### src/ptfs_pkg.sv
package ptfs_pkg;

    // Field and register widths
    localparam int POS_W      = 11;
    localparam int IN_W       = 32;
    localparam int NODE_W     = 33;
    localparam int CNT_W      = 11;
    localparam int MODE_W     = 2;
    localparam int GRID_W     = 2;
    localparam int SCALE_W    = 32;
    localparam int CFG_IDX_W  = 3;
    localparam int CFG_DATA_W = 32;

    // Datapath widths
    localparam int FRAC_BITS    = 16;
    localparam int ACC_W        = 36;
    localparam int PROD_W       = 53;
    localparam int SUM_W        = 70;
    localparam int SHIFT_PLAIN  = 17;
    localparam int SHIFT_SMOOTH = 19;

    // Parameter defaults and limits
    localparam int MAX_CELLS_DEF  = 1024;
    localparam int VALUE_BITS_DEF = 32;
    localparam int MIN_CELLS      = 3;

    // Function codes of an input word
    localparam logic FUNC_LOAD = 1'b0;
    localparam logic FUNC_READ = 1'b1;

    // Edge modes
    localparam logic [MODE_W-1:0] EDGE_ZERO     = 2'd0;
    localparam logic [MODE_W-1:0] EDGE_REFLECT  = 2'd1;
    localparam logic [MODE_W-1:0] EDGE_PERIODIC = 2'd2;

    // Grid kinds
    localparam logic [GRID_W-1:0] GRID_UNIFORM = 2'd0;
    localparam logic [GRID_W-1:0] GRID_CELL    = 2'd1;
    localparam logic [GRID_W-1:0] GRID_NONE    = 2'd2;

    // Configuration register indexes
    localparam logic [CFG_IDX_W-1:0] CFG_CELL_COUNT    = 3'd0;
    localparam logic [CFG_IDX_W-1:0] CFG_SMOOTHING     = 3'd1;
    localparam logic [CFG_IDX_W-1:0] CFG_LEFT_EDGE     = 3'd2;
    localparam logic [CFG_IDX_W-1:0] CFG_RIGHT_EDGE    = 3'd3;
    localparam logic [CFG_IDX_W-1:0] CFG_GRID_KIND     = 3'd4;
    localparam logic [CFG_IDX_W-1:0] CFG_UNIFORM_SCALE = 3'd5;

    // Reset values
    localparam logic [CNT_W-1:0]   CELL_COUNT_RESET = 11'd1024;
    localparam logic [SCALE_W-1:0] UNIT_SCALE       = 32'd65536;

    // Node fetch slots, relative to the requested cell p
    localparam int NUM_SLOTS = 6;
    localparam int SLOT_W    = 3;
    localparam logic [SLOT_W-1:0] SLOT_PREV  = 3'd0;  // p-1
    localparam logic [SLOT_W-1:0] SLOT_HERE  = 3'd1;  // p
    localparam logic [SLOT_W-1:0] SLOT_NEXT  = 3'd2;  // p+1
    localparam logic [SLOT_W-1:0] SLOT_NEXT2 = 3'd3;  // p+2
    localparam logic [SLOT_W-1:0] SLOT_WRAPA = 3'd4;  // far edge, first node
    localparam logic [SLOT_W-1:0] SLOT_WRAPB = 3'd5;  // far edge, second node

    typedef logic signed [2:0] coef_t;
    typedef coef_t [NUM_SLOTS-1:0] coef_set_t;

    typedef struct packed {
        logic  node_we;
        logic  scale_we;
        logic  node_rd;
        logic  scale_rd;
        logic  acc_clear;
        coef_t coef;
        logic  mul;
        logic  sum;
        logic  out_load;
        logic  out_zero;
    } cmd_t;

    // Weights of the node sums that make up the numerator of one cell
    function automatic coef_set_t slot_coefs(
        input logic              smooth,
        input logic              at_left,
        input logic              at_right,
        input logic [MODE_W-1:0] left_mode,
        input logic [MODE_W-1:0] right_mode
    );
        coef_set_t c;
        c = '0;
        if (!smooth) begin
            c[SLOT_HERE] = 3'sd1;
            c[SLOT_NEXT] = -3'sd1;
        end else if (at_left) begin
            case (left_mode)
                EDGE_ZERO: begin
                    c[SLOT_HERE]  = 3'sd3;
                    c[SLOT_NEXT]  = -3'sd2;
                    c[SLOT_NEXT2] = -3'sd1;
                end
                EDGE_REFLECT: begin
                    c[SLOT_HERE]  = 3'sd1;
                    c[SLOT_NEXT2] = -3'sd1;
                end
                default: begin
                    c[SLOT_HERE]  = 3'sd2;
                    c[SLOT_NEXT]  = -3'sd1;
                    c[SLOT_NEXT2] = -3'sd1;
                    c[SLOT_WRAPA] = 3'sd1;
                    c[SLOT_WRAPB] = -3'sd1;
                end
            endcase
        end else if (at_right) begin
            case (right_mode)
                EDGE_ZERO: begin
                    c[SLOT_PREV] = 3'sd1;
                    c[SLOT_HERE] = 3'sd2;
                    c[SLOT_NEXT] = -3'sd3;
                end
                EDGE_REFLECT: begin
                    c[SLOT_PREV] = 3'sd1;
                    c[SLOT_NEXT] = -3'sd1;
                end
                default: begin
                    c[SLOT_PREV]  = 3'sd1;
                    c[SLOT_HERE]  = 3'sd1;
                    c[SLOT_NEXT]  = -3'sd2;
                    c[SLOT_WRAPA] = 3'sd1;
                    c[SLOT_WRAPB] = -3'sd1;
                end
            endcase
        end else begin
            c[SLOT_PREV]  = 3'sd1;
            c[SLOT_HERE]  = 3'sd1;
            c[SLOT_NEXT]  = -3'sd1;
            c[SLOT_NEXT2] = -3'sd1;
        end
        return c;
    endfunction

endpackage

### src/ptfs_ctrl.sv
module ptfs_ctrl #(
    parameter int MAX_CELLS = ptfs_pkg::MAX_CELLS_DEF
) (
    input  logic                            aclk,
    input  logic                            aresetn,
    input  logic                            s_valid,
    output logic                            s_ready,
    input  logic                            s_func,
    input  logic [ptfs_pkg::POS_W-1:0]      s_position,
    input  logic [ptfs_pkg::CNT_W-1:0]      cell_count,
    input  logic                            smoothing_enable,
    input  logic [ptfs_pkg::MODE_W-1:0]     left_edge_mode,
    input  logic [ptfs_pkg::MODE_W-1:0]     right_edge_mode,
    input  logic                            out_free,
    output ptfs_pkg::cmd_t                  cmd,
    output logic [$clog2(MAX_CELLS+1)-1:0]  node_addr,
    output logic [$clog2(MAX_CELLS)-1:0]    scale_addr
);
    import ptfs_pkg::*;

    localparam int NAW    = $clog2(MAX_CELLS + 1);
    localparam int SAW    = $clog2(MAX_CELLS);
    localparam int ADDR_W = POS_W + 1;

    localparam logic [2:0] ST_IDLE  = 3'd0;
    localparam logic [2:0] ST_FETCH = 3'd1;
    localparam logic [2:0] ST_DRAIN = 3'd2;
    localparam logic [2:0] ST_MUL   = 3'd3;
    localparam logic [2:0] ST_SUM   = 3'd4;
    localparam logic [2:0] ST_DONE  = 3'd5;

    logic [2:0]           state_reg, state_next;
    logic [POS_W-1:0]     pos_reg, pos_next;
    logic [CNT_W-1:0]     n_reg, n_next;
    logic                 left_reg, left_next;
    logic                 zero_reg, zero_next;
    logic [NUM_SLOTS-1:0] mask_reg, mask_next;
    coef_set_t            coefs_reg, coefs_next;

    logic [CNT_W-1:0]     n_eff;
    logic                 at_left, at_right, out_of_range;
    coef_set_t            coefs_new;
    logic [NUM_SLOTS-1:0] mask_new;
    logic [SLOT_W-1:0]    slot;
    logic                 found;
    logic [ADDR_W-1:0]    pos_ext, n_ext, slot_addr;

    // Clamp the cell count into the usable range
    always_comb begin
        if (cell_count < CNT_W'(MIN_CELLS)) begin
            n_eff = CNT_W'(MIN_CELLS);
        end else if (32'(cell_count) > 32'(MAX_CELLS)) begin
            n_eff = CNT_W'(MAX_CELLS);
        end else begin
            n_eff = cell_count;
        end
    end

    assign out_of_range = s_position >= n_eff;
    assign at_left      = s_position == '0;
    assign at_right     = s_position == (n_eff - CNT_W'(1));

    always_comb begin
        coefs_new = slot_coefs(smoothing_enable, at_left, at_right,
                               left_edge_mode, right_edge_mode);
        for (int i = 0; i < NUM_SLOTS; i++) begin
            mask_new[i] = coefs_new[i] != '0;
        end
    end

    // Lowest slot still to fetch
    always_comb begin
        slot  = '0;
        found = 1'b0;
        for (int i = 0; i < NUM_SLOTS; i++) begin
            if (!found && mask_reg[i]) begin
                slot  = SLOT_W'(i);
                found = 1'b1;
            end
        end
    end

    assign pos_ext = {1'b0, pos_reg};
    assign n_ext   = {1'b0, n_reg};

    always_comb begin
        case (slot)
            SLOT_PREV:  slot_addr = pos_ext - ADDR_W'(1);
            SLOT_HERE:  slot_addr = pos_ext;
            SLOT_NEXT:  slot_addr = pos_ext + ADDR_W'(1);
            SLOT_NEXT2: slot_addr = pos_ext + ADDR_W'(2);
            SLOT_WRAPA: slot_addr = left_reg ? n_ext - ADDR_W'(1) : ADDR_W'(0);
            SLOT_WRAPB: slot_addr = left_reg ? n_ext : ADDR_W'(1);
            default:    slot_addr = pos_ext;
        endcase
    end

    always_comb begin
        state_next = state_reg;
        pos_next   = pos_reg;
        n_next     = n_reg;
        left_next  = left_reg;
        zero_next  = zero_reg;
        mask_next  = mask_reg;
        coefs_next = coefs_reg;
        cmd        = '0;
        s_ready    = 1'b0;
        node_addr  = NAW'(slot_addr);
        scale_addr = SAW'(pos_reg);
        case (state_reg)
            ST_IDLE: begin
                s_ready    = 1'b1;
                node_addr  = NAW'(s_position);
                scale_addr = SAW'(s_position);
                if (s_valid) begin
                    if (s_func == FUNC_LOAD) begin
                        // drop what falls outside the stores
                        cmd.node_we  = 32'(s_position) <= 32'(MAX_CELLS);
                        cmd.scale_we = 32'(s_position) < 32'(MAX_CELLS);
                    end else begin
                        pos_next      = s_position;
                        n_next        = n_eff;
                        left_next     = at_left;
                        zero_next     = out_of_range;
                        coefs_next    = coefs_new;
                        mask_next     = mask_new;
                        cmd.acc_clear = 1'b1;
                        state_next    = out_of_range ? ST_DONE : ST_FETCH;
                    end
                end
            end
            ST_FETCH: begin
                cmd.node_rd  = 1'b1;
                cmd.scale_rd = 1'b1;
                cmd.coef     = coefs_reg[slot];
                mask_next    = mask_reg & ~(NUM_SLOTS'(1) << slot);
                if (mask_next == '0) begin
                    state_next = ST_DRAIN;
                end
            end
            ST_DRAIN: begin
                state_next = ST_MUL;
            end
            ST_MUL: begin
                cmd.mul    = 1'b1;
                state_next = ST_SUM;
            end
            ST_SUM: begin
                cmd.sum    = 1'b1;
                state_next = ST_DONE;
            end
            ST_DONE: begin
                // hold until the output register can take the word
                if (out_free) begin
                    cmd.out_load = 1'b1;
                    cmd.out_zero = zero_reg;
                    state_next   = ST_IDLE;
                end
            end
            default: begin
                state_next = ST_IDLE;
            end
        endcase
    end

    always_ff @(posedge aclk) begin
        if (!aresetn) begin
            state_reg <= ST_IDLE;
            mask_reg  <= '0;
            zero_reg  <= 1'b0;
        end else begin
            state_reg <= state_next;
            mask_reg  <= mask_next;
            zero_reg  <= zero_next;
        end
    end

    always_ff @(posedge aclk) begin
        pos_reg   <= pos_next;
        n_reg     <= n_next;
        left_reg  <= left_next;
        coefs_reg <= coefs_next;
    end

endmodule

### config.mk
export PLATFORM = sky130hd
export DESIGN_NAME = ptfs_ctrl
export DESIGN_NICKNAME = d
export VERILOG_FILES = /design/src/ptfs_pkg.sv /design/src/ptfs_ctrl.sv
export SDC_FILE = /design/constraint.sdc
export NUM_CORES = 1
export LEC_CHECK = 0
export BUFFER_PORTS_ARGS = -buffer_cell sky130_fd_sc_hd__buf_2
export CAP_MARGIN = 20
export CORE_MARGIN = 2
export CORE_UTILIZATION = 62
export DETAILED_ROUTE_END_ITERATION = 10
export PLACE_DENSITY = 0.87
export SYNTH_ARGS = -nofsm -noshare
export SYNTH_HDL_FRONTEND = slang
export SYNTH_SLANG_ARGS = --single-unit
export TNS_END_PERCENT = 30
### constraint.sdc
create_clock -name aclk -period 6.3 [get_ports aclk]
set_input_delay 1.26 -clock aclk [delete_from_list [all_inputs] [get_ports aclk]]
set_output_delay 1.26 -clock aclk [all_outputs]
set_load 0.1 [all_outputs]
# [After elaboration in Yosys (flattened, before gate mapping)]
# Cells that the tools add are included.
[totals] regBits=51 in_bits=32 output_inout_bits=34 wordCells=125
[classes] add_sub_neg=5 magnitude_cmp=6 eq_ne=16 n_shift=1 mux=55 bitwise=2 reduce_logical=28
[op_table] cell="$mux W11" n=5
[op_table] cell="$pmux W11 S5" n=1
[op_table] cell="$mux W3" n=14
[op_table] cell="$mux W6" n=6
[op_table] cell="$sub A11 B1 Y11 const B" n=3
[op_table] cell="$mux W9" n=2
[op_table] cell="$pmux W3 S6" n=1
[op_table] cell="$reduce_bool A3 Y1" n=6
[op_table] cell="$mux W15" n=1
[op_table] cell="$eq A3 B2 Y1 const B" n=4
[op_table] cell="$eq A3 B3 Y1 const B" n=4
[op_table] cell="$mux W1" n=12
[op_table] cell="$mux W2" n=6
[op_table] cell="$pmux W2 S2" n=3
[op_table] cell="$pmux W6 S2" n=1
[op_table] cell="$add A11 B1 Y11 const B" n=1
[op_table] cell="$add A11 B2 Y11 const B" n=1
[op_table] cell="$eq A11 B11 Y1" n=1
[op_table] cell="$ge A11 B11 Y1" n=1
[op_table] cell="$gt A11 B11 Y1 const B" n=1
[op_table] cell="$le A11 B11 Y1 const B" n=1
[op_table] cell="$logic_not A11 Y1" n=1
[op_table] cell="$lt A11 B11 Y1 const B" n=1
[op_table] cell="$lt A11 B2 Y1 const B" n=1
[op_table] cell="other kinds (19)" n=35

# [Longest topological paths before layout]
[depth] depth_word=22 mapped_depth=15 ltp_nobuf=14

# [Worst setup path before layout]
# No wires, ideal clock.
[synth_timing] path_type="reg2out" start="register state_reg[2]" end="output cmd[11] in the netlist's numbering" arrival_ps=4593 required_ps=5040 slack_ps=447 stages_incl_launch_ff=8 n_path_buf=3 path_cell_list="dfxtp_1 clkbuf_1 or3_1 clkbuf_1 inv_1 clkbuf_1 nand2_1 a211oi_1"
[synth_lines] element="start, declared" line="ptfs_ctrl.sv:32" rtl="logic [2:0] state_reg, state_next;"
[synth_lines] element="start signal, assigned" line="ptfs_ctrl.sv:172" rtl="state_reg <= state_next;"
[synth_lines] element="end, declared" line="ptfs_ctrl.sv:15" rtl="output ptfs_pkg::cmd_t cmd,"

# [Final worst setup path]
[layout_timing] start="register mask_reg[0]" end="output node_addr[9]"
[layout_via] elab_chain_cells=19 word_cells_on_any_way=27 cone_classes="eq/ne (4); mux (12); reduce/logical (11)"
[layout_lines] element="start, declared" line="ptfs_ctrl.sv:37" rtl="logic [NUM_SLOTS-1:0] mask_reg, mask_next;"
[layout_lines] element="start signal, assigned" line="ptfs_ctrl.sv:173" rtl="mask_reg <= mask_next;"
[layout_lines] element="$mux W1 *" line="ptfs_ctrl.sv:76" rtl="if (!found && mask_reg[i]) begin"
[layout_lines] element="$logic_not A1 Y1" line="ptfs_ctrl.sv:76"
[layout_lines] element="$logic_and A1 B1 Y1" line="ptfs_ctrl.sv:76"
[layout_lines] element="$mux W1" line="ptfs_ctrl.sv:76"
[layout_lines] element="$logic_not A1 Y1" line="ptfs_ctrl.sv:76"
[layout_lines] element="$logic_and A1 B1 Y1" line="ptfs_ctrl.sv:76"
[layout_lines] element="$mux W1" line="ptfs_ctrl.sv:76"
[layout_lines] element="$logic_not A1 Y1" line="ptfs_ctrl.sv:76"
[layout_lines] element="(+3 left out)"
[layout_lines] element="$logic_and A1 B1 Y1" line="ptfs_ctrl.sv:76"
[layout_lines] element="$mux W1" line="ptfs_ctrl.sv:76"
[layout_lines] element="$logic_not A1 Y1" line="ptfs_ctrl.sv:76"
[layout_lines] element="$logic_and A1 B1 Y1" line="ptfs_ctrl.sv:76"
[layout_lines] element="$mux W3 *" line="ptfs_ctrl.sv:76"
[layout_lines] element="$eq A3 B3 Y1 (tied with other cells)" line="ptfs_ctrl.sv:87" rtl="case (slot)"
[layout_lines] element="$pmux W11 S5 *" line="ptfs_ctrl.sv:87"
[layout_lines] element="$mux W11 *" line="ptfs_ctrl.sv:110" rtl="case (state_reg)"
[layout_lines] element="end, declared" line="ptfs_ctrl.sv:16" rtl="output logic [$clog2(MAX_CELLS+1)-1:0] node_addr,"
# Mark *: on every way between the ends. The rest lies on a longest branch, timed or not.

==> impl_metrics.csv <==
group,metric,value,unit
run_status,status,"complete, no violations",
timing,period_share,80.5,%
synth,ys_types,66,
hold_path,hold_path_class,"flip-flop to flip-flop",
global_route,grt_max_degree,38,
worst_setup_path,crit_start,"mask_reg[0]",
timing,hold_viol_final,0,
worst_setup_path,startpoint_type,"flip-flop",
synth,yosys_most_used_dff,"edfxtp_1",
worst_setup_path,r2r_start,"state_reg[1]",
worst_setup_path,cp-end-kind,"output pin",
timing,clock.fmax,197,MHz
cts,numCtsBuffers,5,
synth,synth_edf_count,31,
finish,area_growth,10.6,%
global_route,overflow,0,
finish,drive_gt1_share,16.4,%
worst_setup_path,required,5.04,ns
synth,yosys_warnings,0,
synth,synthArstFlopShare,0,%
route,vias,3958,
floorplan,core_region_area,5990,sq um
floorplan,die_x,83.2,microns
timing,finalCriticalPeriod,5.07,ns
synth,yosysSeqAreaShare,29.0,%
floorplan,die_h,83.2,microns
cts,clk-insertion-delay-late,0.30,ns
synth,syn_inst,494,
global_route,grt_pass1_vias,3697,
timing,timing.final.max_slew_violations,0,
route,via_per_inst,6.39,
worst_setup_path,reg2reg_depth,8,
power_and_ir_drop,p_leak,1.77,nW
floorplan,num_io_pins,66,
cts,cts_max_level,2,
cts,clk_pin_slew_worst_paths,0.08,ns
synth,syn_avg_cell_area,7.88,sq um
power_and_ir_drop,power_density,454,nW/um^2
finish,diodes,0,
timing,finalSetupTns,0,ns
synth,synth_top_cell_area_share,23.9,%
timing,setup_violations,0,
route,wl_met3,1.04,mm
route,drc,0,
timing,skew,0.0111,ns
job,cap_violations,0,
floorplan,floorplan.initialDensity,65.0,%
worst_setup_path,r2r_setup_slack,4.19,ns
timing,worst_slack,1.23,ns
cts,root_buffer,"clkbuf_8",
synth,synth_area,3890,sq um
floorplan,row_count,28,
placed_design,dp_hpwl,8.48,mm
cts,cts.path.max_buffers,2,
timing,tightest_slew,1.11,ns
worst_setup_path,crit_path_end,"node_addr[9]",
route,topRoutingLayerUsed,"met4",
global_route,grt_usage,31.6,%
power_and_ir_drop,irDropWorstVdd,573,uV
synth,synth_area_leaders,"edfxtp_1, ha_1, nand2_1, xnor2_1, dfxtp_1",
route,wl_met1,4.46,mm
worst_setup_path,cp_data_arrival_time,3.81,ns
route,drt_wl_total,10.8,mm
route,wl_met2,4.86,mm
worst_setup_path,reg2reg_to,"mask_reg[1]",
worst_setup_path,crit_fanout,12,
synth,yosysMostFrequentCell,"nand2_1",
synth,ys_top_cells_by_count,"nand2_1, nor2_1, o21ai_0",
placed_design,gp_congestion,0.947,
finish,final_nets,599,
synth,ys_ff_latch,41,
power_and_ir_drop,p_seq_share,21.2,%
global_route,grt_pass1_wl,17.8,mm
cts,cts_tree,"yes",
cts,cts_setup_buffers,0,
synth,syn_nets,550,
power_and_ir_drop,p_comb_share,70.1,%
floorplan,floorplan.die_area,6930,sq um
timing,rsz0062_at_grt,"no",
route,dr.pass1.iters,6,
power_and_ir_drop,switching_share,62.2,%
power_and_ir_drop,clockPowerShare,8.7,%
placed_design,portBuffers,65,
route,wl_per_cell,17.4,microns
power_and_ir_drop,finalPower,0.00195,W
cts,holdBufCountCts,0,
global_route,antenna_found_initial,0,
synth,yosys.area.top_type,"edfxtp_1",
placed_design,pre_cts_ws,1.68,ns
worst_setup_path,path_class,"flip-flop to output pin",
power_and_ir_drop,internal-power,0.000738,W
cts,cts_resized,0,
route,drt_iter0_drc,624,
timing,max_slew_margin,25.2,%
cts,cts_sinks,41,
route,ant_nets,0,
power_and_ir_drop,power.switching,0.00122,W
[power by group through the flow]
stage	clock network, W	registers [W]	logic, W
2_1_floorplan	0	0.000389	0.00116
3_3_place_gp	0	0.000415	0.00133
3_5_place_dp	0	0.000418	0.00135
4_1_cts	0.000170	0.000412	0.00136
5_1_grt	0.000182	0.000422	0.00144
6_report	0.000170	0.000415	0.00137
[stage by stage]
step	hold WS (ns)	area (sq um)	utilization (%)	instances
floorplan	0.464	3890	-	494
global placement	0.474	4220	70.5	611
detailed placement	0.483	4220	70.5	611
CTS	0.502	4310	71.9	619
global route	0.532	4310	71.9	619
finish	0.499	4310	71.9	619
[metal layers]
metal / GRT usage, % / vias up
li1: - / 1897
met1: 42.2 / 1777
met2: 50.4 / 246
met3: 4.87 / 38
met4: 14.8 / 0
met5: 0 / -
[worst max-delay path: stages, from the launching register on]
cell       delay [ns]
dfxtp_1          0.41
nor2_1           0.27
nand2_1          0.35
ha_1             0.40
a21oi_1          0.17
o21ai_0          0.15
a2111oi_0        0.64
o41ai_1          0.22
xor2_1           0.16
nand2_1          0.06
nand4_1          0.12
o21a_1           0.12
buf_2            0.41
[area by class of cell]
class	count	area (sq um)
Clock buffer	5	68.8
Clock inverter	3	17.5
Fill cell	505	1680
Inverter	23	86.3
Multi-Input combinational cell	406	2580
Sequential cell	41	1130
Tap cell	75	93.8
Timing Repair Buffer	66	333
[placed cells by master, fill, tap and decap left out, types with 6 or more instances in the layout]
cell and count:
dfxtp_1 10, o21a_1 6, o21ai_0 35, a211oi_1 6
xnor2_1 23, nand3_1 16, or3_1 6, a21oi_1 32
nand2b_1 7, a31oi_1 6, ha_1 23, xor2_1 8
edfxtp_1 31, inv_1 20, nor2_1 45, buf_2 65
nand2_1 72, nor3_1 17, nor2b_1 14, nor4_1 9
[logic make-up after synthesis]
group / share of synthesized area [%]
buffers and inverters: 4.82
XOR/XNOR: 6.97
AO/OA/AOI/OAI: 22.5
adder cells (fa/ha/maj): 8.16
AND/OR/NAND/NOR: 27.2
flip-flops: 29.0
multiplexers: 1.35
[how the worst min path moves through the flow]
stage | from | to | slack (ns) | cells past startpoint
floorplan | zero_reg | zero_reg | 0.46 | 1
global placement | zero_reg | zero_reg | 0.47 | 1
CTS | zero_reg | zero_reg | 0.50 | 1
finish | zero_reg | zero_reg | 0.50 | 1
global route | zero_reg | zero_reg | 0.53 | 1
detailed placement | zero_reg | zero_reg | 0.48 | 1
Note: power is estimated with default switching activity, not from simulation.
